`src/hdl/minute_tagged_sample_ring_defines.svh`:
```
// assertion macros for the minute tagged sample ring
`ifndef MINUTE_TAGGED_SAMPLE_RING_DEFINES_SVH
`define MINUTE_TAGGED_SAMPLE_RING_DEFINES_SVH

// same-cycle implication, disabled during reset
`define MTSR_ASSERT_NOW(label, clk, rst, ante, cons) \
   label: assert property (@(posedge clk) disable iff (rst) (ante) |-> (cons)) \
      else $error("mtsr: same-cycle check failed");

// next-cycle implication, disabled during reset
`define MTSR_ASSERT_NEXT(label, clk, rst, ante, cons) \
   label: assert property (@(posedge clk) disable iff (rst) (ante) |=> (cons)) \
      else $error("mtsr: next-cycle check failed");

`endif

```
`src/hdl/mtsr_pkg.sv`:
```
package mtsr_pkg;

   localparam logic [1:0] REQ_ADVANCE = 2'd0;
   localparam logic [1:0] REQ_PUT     = 2'd1;
   localparam logic [1:0] REQ_GET     = 2'd2;

   localparam logic [1:0] ORG_EMPTY    = 2'd0;
   localparam logic [1:0] ORG_BACKFILL = 2'd1;
   localparam logic [1:0] ORG_LOCAL    = 2'd2;

   typedef struct packed {
      logic [1:0]  req_type;
      logic [31:0] minute;
      logic [7:0]  sample_bpm;
      logic        sample_source;
   } mtsr_req_type;

   typedef struct packed {
      logic       accepted;
      logic [7:0] read_bpm;
      logic       read_source;
   } mtsr_rsp_type;

   typedef struct packed {
      logic [31:0] tag;
      logic [7:0]  rate;
      logic [1:0]  origin;
   } mtsr_entry_type;

   typedef struct packed {
      logic        borrow;
      logic        zero;
      logic [31:0] diff;
   } mtsr_alu_res_type;

endpackage

```
`src/hdl/mtsr_ram.sv`:
```
module mtsr_ram #(
   parameter int WIDTH = 8,
   parameter int DEPTH = 64
) (
   input  logic                     clock,
   input  logic                     wr_en,
   input  logic [$clog2(DEPTH)-1:0] wr_addr,
   input  logic [WIDTH-1:0]         wr_data,
   input  logic [$clog2(DEPTH)-1:0] rd_addr,
   output logic [WIDTH-1:0]         rd_data
);

   logic [WIDTH-1:0] mem_ff [DEPTH];
   logic [WIDTH-1:0] rd_data_ff;

   always_ff @(posedge clock) begin
      if (wr_en) begin
         mem_ff[wr_addr] <= wr_data;
      end
      rd_data_ff <= mem_ff[rd_addr];
   end

   assign rd_data = rd_data_ff;

endmodule

```
`src/hdl/mtsr_alu.sv`:
```
module mtsr_alu (
   input  logic [31:0]               op_a,
   input  logic [31:0]               op_b,
   output mtsr_pkg::mtsr_alu_res_type res
);

   import mtsr_pkg::*;

   logic [32:0] wide;

   // a - b with borrow out
   assign wide       = {1'b0, op_a} - {1'b0, op_b};
   assign res.borrow = wide[32];
   assign res.diff   = wide[31:0];
   assign res.zero   = (wide[31:0] == 32'd0);

endmodule

```
`src/hdl/minute_tagged_sample_ring.sv`:
```
// channel      | ports                      | handshake
// request      | start, busy, req_data      | taken when start high and busy low
// response     | rsp_strobe, rsp_data       | one-cycle strobe, no back-pressure
//
// state path, get: eval, read, check, or eval alone out of window; advance: eval,
// then gap unless first or older, then a clear step per slot cleared (gap, or SLOTS
// on a jump of SLOTS or more); put: eval alone if rejected early, else eval, read,
// check, with gap and clears between when it moves the newest minute. window, gap
// and tag compares share one 32-bit subtractor; clears and lookups go through the
// ring ram. after reset a clearing pass over all SLOTS runs with busy high. the
// receiver cannot stall: each result shows for one cycle.
`include "minute_tagged_sample_ring_defines.svh"

module minute_tagged_sample_ring #(
   parameter int SLOTS = 64
) (
   input  logic                  clock,
   input  logic                  reset,
   input  logic                  start,
   output logic                  busy,
   input  mtsr_pkg::mtsr_req_type req_data,
   output logic                  rsp_strobe,
   output mtsr_pkg::mtsr_rsp_type rsp_data
);

   import mtsr_pkg::*;

   localparam int AW = $clog2(SLOTS);

   typedef enum logic [5:0] {
      ST_IDLE  = 6'b000001,
      ST_EVAL  = 6'b000010,
      ST_GAP   = 6'b000100,
      ST_CLEAR = 6'b001000,
      ST_READ  = 6'b010000,
      ST_CHECK = 6'b100000
   } state_type;

   state_type        state_ff, state_in;
   mtsr_req_type     req_ff, req_in;
   mtsr_rsp_type     rsp_ff, rsp_in;
   logic             rsp_strobe_ff, rsp_strobe_in;
   logic             have_ff, have_in;
   logic [31:0]      newest_ff, newest_in;
   logic [AW-1:0]    addr_ff, addr_in;
   logic [AW:0]      remain_ff, remain_in;
   logic             boot_ff, boot_in;

   logic [31:0]      alu_a, alu_b;
   mtsr_alu_res_type alu_res;

   logic             ram_we;
   logic [AW-1:0]    ram_waddr;
   mtsr_entry_type   ram_wdata;
   logic [$bits(mtsr_entry_type)-1:0] ram_rdata;
   mtsr_entry_type   rd_entry;

   logic             in_window;
   logic             put_reject;

   function automatic mtsr_rsp_type make_rsp(logic ok, logic [7:0] bpm, logic src);
      mtsr_rsp_type r;
      r.accepted    = ok;
      r.read_bpm    = bpm;
      r.read_source = src;
      return r;
   endfunction

   mtsr_alu u_alu (
      .op_a (alu_a),
      .op_b (alu_b),
      .res  (alu_res)
   );

   mtsr_ram #(
      .WIDTH ($bits(mtsr_entry_type)),
      .DEPTH (SLOTS)
   ) u_ring (
      .clock   (clock),
      .wr_en   (ram_we),
      .wr_addr (ram_waddr),
      .wr_data (ram_wdata),
      .rd_addr (req_ff.minute[AW-1:0]),
      .rd_data (ram_rdata)
   );

   assign rd_entry = mtsr_entry_type'(ram_rdata);

   always_comb begin
      case (state_ff)
         ST_GAP: begin
            alu_a = req_ff.minute;
            alu_b = newest_ff;
         end
         ST_CHECK: begin
            alu_a = rd_entry.tag;
            alu_b = req_ff.minute;
         end
         default: begin
            alu_a = newest_ff;
            alu_b = req_ff.minute;
         end
      endcase
   end

   // newest - minute with no borrow and below SLOTS
   assign in_window  = have_ff && !alu_res.borrow && (alu_res.diff[31:AW] == '0);
   // local slot with matching tag refuses a backfill
   assign put_reject = (rd_entry.origin == ORG_LOCAL) && alu_res.zero &&
                       !req_ff.sample_source;

   always_comb begin
      state_in      = state_ff;
      req_in        = req_ff;
      rsp_in        = rsp_ff;
      rsp_strobe_in = 1'b0;
      have_in       = have_ff;
      newest_in     = newest_ff;
      addr_in       = addr_ff;
      remain_in     = remain_ff;
      boot_in       = boot_ff;
      ram_we        = 1'b0;
      ram_waddr     = addr_ff;
      ram_wdata     = '0;

      case (state_ff)
         ST_IDLE: begin
            if (start) begin
               req_in   = req_data;
               state_in = ST_EVAL;
            end
         end

         ST_EVAL: begin
            case (req_ff.req_type)
               REQ_ADVANCE: begin
                  if (!have_ff) begin
                     have_in       = 1'b1;
                     newest_in     = req_ff.minute;
                     rsp_in        = make_rsp(1'b1, 8'd0, 1'b0);
                     rsp_strobe_in = 1'b1;
                     state_in      = ST_IDLE;
                  end else if (!alu_res.borrow && !alu_res.zero) begin
                     rsp_in        = make_rsp(1'b0, 8'd0, 1'b0);
                     rsp_strobe_in = 1'b1;
                     state_in      = ST_IDLE;
                  end else begin
                     state_in = ST_GAP;
                  end
               end
               REQ_PUT: begin
                  if (req_ff.sample_bpm == 8'd0) begin
                     rsp_in        = make_rsp(1'b0, 8'd0, 1'b0);
                     rsp_strobe_in = 1'b1;
                     state_in      = ST_IDLE;
                  end else if (!have_ff) begin
                     have_in   = 1'b1;
                     newest_in = req_ff.minute;
                     state_in  = ST_READ;
                  end else if (alu_res.borrow) begin
                     state_in = ST_GAP;
                  end else if (in_window) begin
                     state_in = ST_READ;
                  end else begin
                     rsp_in        = make_rsp(1'b0, 8'd0, 1'b0);
                     rsp_strobe_in = 1'b1;
                     state_in      = ST_IDLE;
                  end
               end
               REQ_GET: begin
                  if (in_window) begin
                     state_in = ST_READ;
                  end else begin
                     rsp_in        = make_rsp(1'b0, 8'd0, 1'b0);
                     rsp_strobe_in = 1'b1;
                     state_in      = ST_IDLE;
                  end
               end
               default: begin
                  rsp_in        = make_rsp(1'b0, 8'd0, 1'b0);
                  rsp_strobe_in = 1'b1;
                  state_in      = ST_IDLE;
               end
            endcase
         end

         ST_GAP: begin
            newest_in = req_ff.minute;
            if (alu_res.zero) begin
               if (req_ff.req_type == REQ_PUT) begin
                  state_in = ST_READ;
               end else begin
                  rsp_in        = make_rsp(1'b1, 8'd0, 1'b0);
                  rsp_strobe_in = 1'b1;
                  state_in      = ST_IDLE;
               end
            end else if (alu_res.diff[31:AW] != '0) begin
               addr_in   = '0;
               remain_in = (AW+1)'(SLOTS);
               state_in  = ST_CLEAR;
            end else begin
               addr_in   = newest_ff[AW-1:0] + AW'(1);
               remain_in = {1'b0, alu_res.diff[AW-1:0]};
               state_in  = ST_CLEAR;
            end
         end

         ST_CLEAR: begin
            ram_we    = 1'b1;
            ram_waddr = addr_ff;
            addr_in   = addr_ff + AW'(1);
            remain_in = remain_ff - (AW+1)'(1);
            if (remain_ff == (AW+1)'(1)) begin
               if (boot_ff) begin
                  boot_in  = 1'b0;
                  state_in = ST_IDLE;
               end else if (req_ff.req_type == REQ_PUT) begin
                  state_in = ST_READ;
               end else begin
                  rsp_in        = make_rsp(1'b1, 8'd0, 1'b0);
                  rsp_strobe_in = 1'b1;
                  state_in      = ST_IDLE;
               end
            end
         end

         ST_READ: begin
            state_in = ST_CHECK;
         end

         ST_CHECK: begin
            rsp_strobe_in = 1'b1;
            state_in      = ST_IDLE;
            if (req_ff.req_type == REQ_PUT) begin
               if (put_reject) begin
                  rsp_in = make_rsp(1'b0, 8'd0, 1'b0);
               end else begin
                  ram_we           = 1'b1;
                  ram_waddr        = req_ff.minute[AW-1:0];
                  ram_wdata.tag    = req_ff.minute;
                  ram_wdata.rate   = req_ff.sample_bpm;
                  ram_wdata.origin = req_ff.sample_source ? ORG_LOCAL : ORG_BACKFILL;
                  rsp_in           = make_rsp(1'b1, 8'd0, 1'b0);
               end
            end else if ((rd_entry.origin != ORG_EMPTY) && alu_res.zero &&
                         (rd_entry.rate != 8'd0)) begin
               rsp_in = make_rsp(1'b1, rd_entry.rate, rd_entry.origin == ORG_LOCAL);
            end else begin
               rsp_in = make_rsp(1'b0, 8'd0, 1'b0);
            end
         end

         default: begin
            state_in = ST_IDLE;
         end
      endcase
   end

   always_ff @(posedge clock) begin
      if (reset) begin
         state_ff      <= ST_CLEAR;
         rsp_strobe_ff <= 1'b0;
         have_ff       <= 1'b0;
         newest_ff     <= 32'd0;
         addr_ff       <= '0;
         remain_ff     <= (AW+1)'(SLOTS);
         boot_ff       <= 1'b1;
      end else begin
         state_ff      <= state_in;
         rsp_strobe_ff <= rsp_strobe_in;
         have_ff       <= have_in;
         newest_ff     <= newest_in;
         addr_ff       <= addr_in;
         remain_ff     <= remain_in;
         boot_ff       <= boot_in;
      end
   end

   always_ff @(posedge clock) begin
      req_ff <= req_in;
      rsp_ff <= rsp_in;
   end

   assign busy       = (state_ff != ST_IDLE);
   assign rsp_strobe = rsp_strobe_ff;
   assign rsp_data   = rsp_ff;

   `MTSR_ASSERT_NEXT(a_accept_busy, clock, reset, start && !busy, busy)
   `MTSR_ASSERT_NEXT(a_single_strobe, clock, reset, rsp_strobe, !rsp_strobe)
   `MTSR_ASSERT_NOW(a_idle_no_write, clock, reset, state_ff == ST_IDLE, !ram_we)
   `MTSR_ASSERT_NEXT(a_newest_sticky, clock, reset, have_ff, have_ff)
   `MTSR_ASSERT_NOW(a_clear_count, clock, reset, state_ff == ST_CLEAR, remain_ff != '0)

endmodule

```
`config.mk`:
```
export PLATFORM = sky130hd
export DESIGN_NAME = minute_tagged_sample_ring
export DESIGN_NICKNAME = d
export VERILOG_FILES = /design/src/hdl/mtsr_pkg.sv /design/src/hdl/mtsr_ram.sv /design/src/hdl/mtsr_alu.sv /design/src/hdl/minute_tagged_sample_ring.sv
export VERILOG_INCLUDE_DIRS = /design/src /design/src/hdl
export SDC_FILE = /design/constraint.sdc
export NUM_CORES = 2
export LEC_CHECK = 0
export ABC_AREA = 1
export BUFFER_PORTS_ARGS = -buffer_cell sky130_fd_sc_hd__clkbuf_2
export CELL_PAD_IN_SITES_DETAIL_PLACEMENT = 1
export CELL_PAD_IN_SITES_GLOBAL_PLACEMENT = 2
export CORE_MARGIN = 5
export CORE_UTILIZATION = 40
export CTS_CLUSTER_DIAMETER = 120
export CTS_CLUSTER_SIZE = 28
export DETAILED_ROUTE_END_ITERATION = 10
export PLACE_DENSITY_LB_ADDON = 0.1
export REMOVE_ABC_BUFFERS = 1
export SYNTH_ARGS = -nofsm -noshare
export SYNTH_HDL_FRONTEND = slang
export SYNTH_SLANG_ARGS = --single-unit
export TNS_END_PERCENT = 30
```
`constraint.sdc`:
```
create_clock -name clock -period 6.24 [get_ports clock]
set_input_delay 0.624 -clock clock [delete_from_list [all_inputs] [get_ports clock]]
set_output_delay 0.624 -clock clock [all_outputs]
set_load 0.02 [all_outputs]
```
# Word-level counts from Yosys, hierarchy flattened
# Memories as Yosys holds them, arrays and structs flattened. A register that Yosys moved wholly into a read port is not among the register bits.
# Cells that the tools add are included.
[word_totals] regBits=107 input_bits=46 romBits=0 latchBits=0 wordCells=135 memories=1 mem_bits_rw=2688 out_inout_bits=12
[op_classes] div_mod_pow=0 multipliers=0 eq_ne=22 bitwise_logic=0 n_mux=66 n_reduce_logical=28 magnitude_cmp=0 shifts=0 add_sub_neg=4
[mem_list] name="u_ring.mem_ff" depth=64 word_bits=42 rd=1 rd_ports_with_merged_regs=1 wr=1 line_no="mtsr_ram.sv:13" source="logic [WIDTH-1:0] mem_ff [DEPTH];"
[op_table] op="32-bit one-hot mux with 2 select lines" count=3
[op_table] op="10-bit two-way mux" count=13
[op_table] op="42-bit two-way mux" count=3
[op_table] op="32-bit two-way mux" count=3
[op_table] op="6-bit two-way mux" count=7
[op_table] op="10-bit one-hot mux with 4 select lines" count=1
[op_table] op="5-bit two-way mux" count=7
[op_table] op="32-bit by 32-bit subtractor with 33-bit output" count=1
[op_table] op="32-bit zero test" count=1
[op_table] op="10-bit one-hot mux with 3 select lines" count=1
[op_table] op="6-bit one-hot mux with 5 select lines" count=1
[op_table] op="26-bit zero test" count=1
[op_table] op="26-bit nonzero test" count=1
[op_table] op="6-bit one-hot mux with 3 select lines" count=1
[op_table] op="1-bit two-way mux" count=15
[op_table] op="7-bit two-way mux" count=2
[op_table] op="7-bit one-hot mux with 2 select lines" count=1
[op_table] op="6-bit by 1-bit adder with 6-bit output (second input constant)" count=2
[op_table] op="2-bit != test (second input constant)" count=6
[op_table] op="4-bit != test (second input constant)" count=3
[op_table] op="6-bit one-hot mux with 2 select lines" count=1
[op_table] op="8-bit zero test" count=1
[op_table] op="2-bit AND reduction" count=4
[op_table] op="2-bit nonzero test" count=4
[op_table] op="25 further kinds" count=37

# Depth between registers and ports, before layout
[depth] ltp_word=12 ltp_mapped=33 mapped_depth_nobuf=32

# Cells and area by module
# From an unflattened synthesis, not the netlist that was laid out.
[unflattened] cells_unflattened=10227 area_unflattened_um2=117657.8
[by_module_without_submodules] mod="mtsr_ram" cells_each=8875 instances=1 seq_area_each_um2=81558.2 area_each_um2=109037.1
[by_module_without_submodules] mod="minute_tagged_sample_ring" cells_each=769 instances=1 seq_area_each_um2=2672.6 area_each_um2=5839.4
[by_module_without_submodules] mod="mtsr_alu" cells_each=583 instances=1 seq_area_each_um2=0.0 area_each_um2=2781.4

# Least setup slack after synthesis
# Ideal clock, no wire load.
[synth_timing] kind="register to register" start="reg req_ff[9] (netlist bit)" end="mem u_ring.mem_ff[32][0] (netlist bit), enable pin" t_required_ns=5.799 setup_ns=0.441 slack_ns=-0.171 period_less_slack_ns=6.411 path_stages_with_launch=33 t_arrival_ns=5.970 n_path_buf=6 cell_sequence="edfxtp_1 -> clkbuf_1 -> buf_2 -> clkbuf_1 -> clkbuf_1 -> clkbuf_1 -> nand2_1 -> o21ai_0 -> ha_1 -> inv_1 -> fa_1 -> nand2_1 -> nand3_1 -> nand3_1 -> nand2_1 -> nand2_1 -> nand2_1 -> nand2_1 -> nand2_1 -> nand2_1 -> nand2_1 -> nor2_1 -> nand2_1 -> nor2_2 -> nand4_1 -> nand2_2 -> nand2_2 -> buf_6 -> o21ai_4 -> inv_2 -> nor2_4 -> nand2_4 -> nor2_1"
[synth_between] elab_chain_len=10 elab_cells_between_ends=14 classes_between="add/sub (1); mux (10); reduce/logical (3)"
[synth_lines] item="start: declaration" line_no="minute_tagged_sample_ring.sv:40" source="mtsr_req_type req_ff, req_in;"
[synth_lines] item="start signal: assignment" line_no="minute_tagged_sample_ring.sv:280" source="req_ff <= req_in;"
[synth_lines] item="32-bit one-hot mux with 2 select lines / 32-bit two-way mux (equally long branches)" line_no="minute_tagged_sample_ring.sv:90" source="case (state_ff)"
[synth_lines] item="32-bit by 32-bit subtractor with 33-bit output" line_no="mtsr_alu.sv:12" source="assign wide = {1'b0, op_a} - {1'b0, op_b};"
[synth_lines] item="32-bit zero test" line_no="mtsr_alu.sv:15" source="assign res.zero = (wide[31:0] == 32'd0);"
[synth_lines] item="1-bit logical AND (2 in a row)" line_no="minute_tagged_sample_ring.sv:109" source="assign put_reject = (rd_entry.origin == ORG_LOCAL) && alu_res.zero &&"
[synth_lines] item="1-bit two-way mux" line_no="minute_tagged_sample_ring.sv:235" source="if (put_reject) begin"
[synth_lines] item="1-bit two-way mux" line_no="minute_tagged_sample_ring.sv:234" source="if (req_ff.req_type == REQ_PUT) begin"
[synth_lines] item="1-bit one-hot mux with 2 select lines" line_no="minute_tagged_sample_ring.sv:126" source="case (state_ff)"
[synth_lines] item="1-bit two-way mux" line_no="mtsr_ram.sv:17" source="if (wr_en) begin"
[synth_lines] item="1-bit two-way mux (implied by the code)" line_no="mtsr_ram.sv:18" source="mem_ff[wr_addr] <= wr_data;"
[synth_lines] item="end: declaration" line_no="mtsr_ram.sv:13"
# Several ways; a longest one is shown, not always the timed one.

# Worst setup path in the final report
[layout_timing] start="reg state_ff[4]" end="mem u_ring.mem_ff[9][21] (netlist bit), enable pin"
[layout_between] elab_chain_len=11 elab_cells_between_ends=17 classes_between="add/sub (1); eq/ne (3); mux (10); reduce/logical (3)"
[layout_lines] item="start: declaration" line_no="minute_tagged_sample_ring.sv:39" source="state_type state_ff, state_in;"
[layout_lines] item="start signal: assignment" line_no="minute_tagged_sample_ring.sv:269" source="state_ff <= state_in;"
[layout_lines] item="6-bit equality test / 6-bit by 3-bit equality test with 1-bit output (equally long branches)" line_no="minute_tagged_sample_ring.sv:90, minute_tagged_sample_ring.sv:126"
[layout_lines] item="32-bit one-hot mux with 2 select lines / 32-bit two-way mux (equally long branches)" line_no="minute_tagged_sample_ring.sv:90"
[layout_lines] item="32-bit by 32-bit subtractor with 33-bit output" line_no="mtsr_alu.sv:12"
[layout_lines] item="32-bit zero test" line_no="mtsr_alu.sv:15"
[layout_lines] item="1-bit logical AND (2 in a row)" line_no="minute_tagged_sample_ring.sv:109"
[layout_lines] item="1-bit two-way mux" line_no="minute_tagged_sample_ring.sv:235"
[layout_lines] item="1-bit two-way mux" line_no="minute_tagged_sample_ring.sv:234"
[layout_lines] item="1-bit one-hot mux with 2 select lines" line_no="minute_tagged_sample_ring.sv:126"
[layout_lines] item="1-bit two-way mux" line_no="mtsr_ram.sv:17"
[layout_lines] item="1-bit two-way mux (implied by the code)" line_no="mtsr_ram.sv:18"
# Several ways; a longest one is shown, not always the timed one.

==> reports/summary.txt <==
initial DRC count = 8,536
crit path capture = u_ring.mem_ff[9][21]$_DFFE_PP_
1st-pass router iterations = 5
Placed Area = 0.124 mm^2
gr usage total = 26.9%
clk slew on worst S/H paths = 110 ps
Worst-Skew Late Latency = 840 ps
Design Area, Final = 0.128 mm^2
H-tree depth = 3
DIE WIDTH = 543 um
critical path class = register to register
TritonCTS Sinks = 2,837
Seq cells post-synth = 2,837
Worst Setup SP = state_ff[4]$_SDFFE_PP0P_
Slew Viols, Final = 0
first-pass GRT wire length = 576,000 um
CP endpoint kind = register
Post-Layout Cell Count = 13,200
gpl congestion = 0.839
Setup violations, final = 0
dpl cells = 12,900
nets = 9,423
Worst path max stage delay = 430 ps
worst r2r dst = u_ring.mem_ff[9][21]$_DFFE_PP_
area leader, netlist = edfxtp_1
Initial Util = 40.2%
layout cells sized above 1 = 10.4%
Die Span Y = 543 um
largest net degree at the start of global routing = 177
Slew HR = 18.8%
WL per Instance = 31.1 um
register area share after synthesis = 74.2%
final worst-path cycle share = 94.0%
die area = 0.295 mm^2
measured slew at the worst slew-check pin = 1220 ps
Mean Syn Cell Area = 12.4 um^2
final hold vios = 0
post-synthesis to final-layout area growth = 13.1%
Required @ worst endpoint = 6760 ps
Hold Crit Class = input pin to register
min Tclk post-route = 5860 ps
Cells after Synth = 9,124
Clock Path Buffers = 3
CP Launch Type = register
Post-synth top flop = edfxtp_1
detailed placer's ending HPWL = 259,000 um
RR Startpoint = state_ff[4]$_SDFFE_PP0P_
status = complete, no violations
FF-to-FF path depth = 34
Remaining Overflow, GRT = 0
initial antenna violation count = 31
post-route DRC violation count = 0
Peak VDD IR = 0.256 mV
routed wire length = 410,000 um
PortBufs = 57
Antenna Nets Post-Route = 0
Post-Syn Area = 0.114 mm^2
Synth top area share = 72.5%
max cap viols = 0
most frequent cells in the layout = edfxtp_1, nor2_1, o21ai_0
Vias = 77,900
Clock Root Buffer = clkbuf_16
Synth cell types = 48
TritonCTS clock tree = built
Pwr per Cell Area = 267 mW/mm^2
Yosys warning total = 0
Worst EP arrival = 6380 ps
achievable frequency = 0.171 GHz
commonest non-fill, non-tap cell in the layout = edfxtp_1
Lkg Pwr = 40.7 nW
CP most frequent cell = nand2_1
Area contributors post-synth = edfxtp_1, o21ai_0, nor2_1
vias in the first global route = 77,000
CP Max Fanout = 25
Core Box Area = 0.282 mm^2
TritonCTS buffer count = 113
Worst Skew = 62.3 ps
Setup WS post-layout = 376 ps
minimum setup slack among reg-to-reg paths = 380 ps
EDFF count, synth = 2,741
Async S/R FF share, synth = 0%
pre-CTS WS = 77.1 ps
critical path's slowest cell = fa_2
FP Rows = 195
via/cell ratio = 5.92
IO Count = 58
==> area by class of cell <==
class / instances / area (um^2)
clock buffer: 166 / 3060
tap: 3743 / 4680
fill: 28800 / 154000
clock inverter: 7 / 125
timing repair buffer: 721 / 8410
multi-input combinational: 5392 / 26700
antenna: 19 / 47.5
sequential: 2837 / 84200
inverter: 275 / 1060
==> cells by family (layout without fill, tap and decap cells) <==
family / after synthesis / in the layout / share of synthesized area, %
AO/OA/AOI/OAI: 2802 / 2802 / 13.6
XOR/XNOR: 11 / 11 / 0.0849
adder cells (fa/ha/maj): 37 / 37 / 0.414
buffers and inverters: 895 / 1169 / 2.97
flip-flops: 2837 / 2837 / 74.2
other: 0 / 19 / 0
AND/OR/NAND/NOR: 2542 / 2542 / 8.72
==> cell usage after synthesis, types with 2 or more instances <==
cell type / count
a21oi_1: 70
a221oi_1: 2
a31oi_1: 8
a32oi_1: 3
and2_1: 3
and3_1: 2
buf_1: 25
buf_2: 3
clkbuf_1: 591
clkinv_1: 3
dfxtp_1: 96
edfxtp_1: 2741
ha_1: 36
inv_1: 263
inv_2: 9
nand2_1: 391
nand2_2: 15
nand2_4: 3
nand3_1: 79
nand3_2: 6
nand4_1: 17
nand4_2: 2
nor2_1: 1990
nor2_2: 9
nor3_1: 12
nor3_2: 3
nor4_1: 4
o211ai_1: 2
o21ai_0: 1799
o21ai_4: 2
o21bai_1: 2
o221ai_1: 30
o22ai_1: 826
o32ai_1: 53
or2_2: 2
xnor2_1: 4
xor2_1: 7
==> worst min path at each step <==
stage                                     startpoint                         end  cells after the start
after floorplan           newest_ff[30]$_SDFFE_PP0P_  newest_ff[30]$_SDFFE_PP0P_                      2
after global placement    newest_ff[28]$_SDFFE_PP0P_  newest_ff[28]$_SDFFE_PP0P_                      2
after detailed placement  newest_ff[31]$_SDFFE_PP0P_  newest_ff[31]$_SDFFE_PP0P_                      2
after CTS                                      reset        have_ff$_SDFFE_PP0P_                      2
after global routing                           reset        have_ff$_SDFFE_PP0P_                      2
final                                          reset   remain_ff[3]$_SDFFE_PP0P_                      2
==> metal layers <==
metal / wire length [um] / vias to the layer above / track usage, %
met5: 50 / - / 0
met4: 10300 / 8 / 6.11
met3: 24400 / 334 / 3.67
met2: 195000 / 2346 / 44.3
met1: 180000 / 41300 / 38.2
li1: - / 33900 / -
==> worst max-delay path: cells and delay by family, from the launching register on <==
kind            cells  cell delay [ps]
compound gates      2              540
fa+ha+maj           2              620
simple gates       22             2510
buf+inv             8             1490
flops               1              360
==> state kept, by name, summed over array words and instances (netlist names), 6 cells and up <==
signal	flops
newest_ff	32
remain_ff	7
req_ff	43
u_ring.mem_ff	2688
u_ring.rd_data	42
state_ff	6
addr_ff	6
rsp_data	10
==> timing repair <==
action | CTS | global route
buffers inserted | 0 | 13
hold buffers | 43 | 0
endpoints found under the hold margin | 43 | 0
resized for setup | 0 | 8
endpoints found under the setup margin | 0 | 2686
==> report_power, final <==
part | total (mW) | switching (mW) | internal, mW
logic | 3.31 | 2.29 | 1.02
clock network | 9.33 | 5.87 | 3.46
registers | 21.6 | 0.241 | 21.4
==> per-stage QoR <==
step | TNS (ps) | util [%] | total power, mW | hold slack (ps)
5_1_grt | -49.5 | 45.5 | 35.4 | 181
6_report | 0 | 45.5 | 34.3 | 223
2_1_floorplan | - | - | 23.6 | 432
3_5_place_dp | 0 | 44.0 | 25.2 | 466
3_3_place_gp | -2010 | 44.0 | 25.2 | 451
4_1_cts | 0 | 45.3 | 34.4 | 151
(Power assumes the default switching activity.)
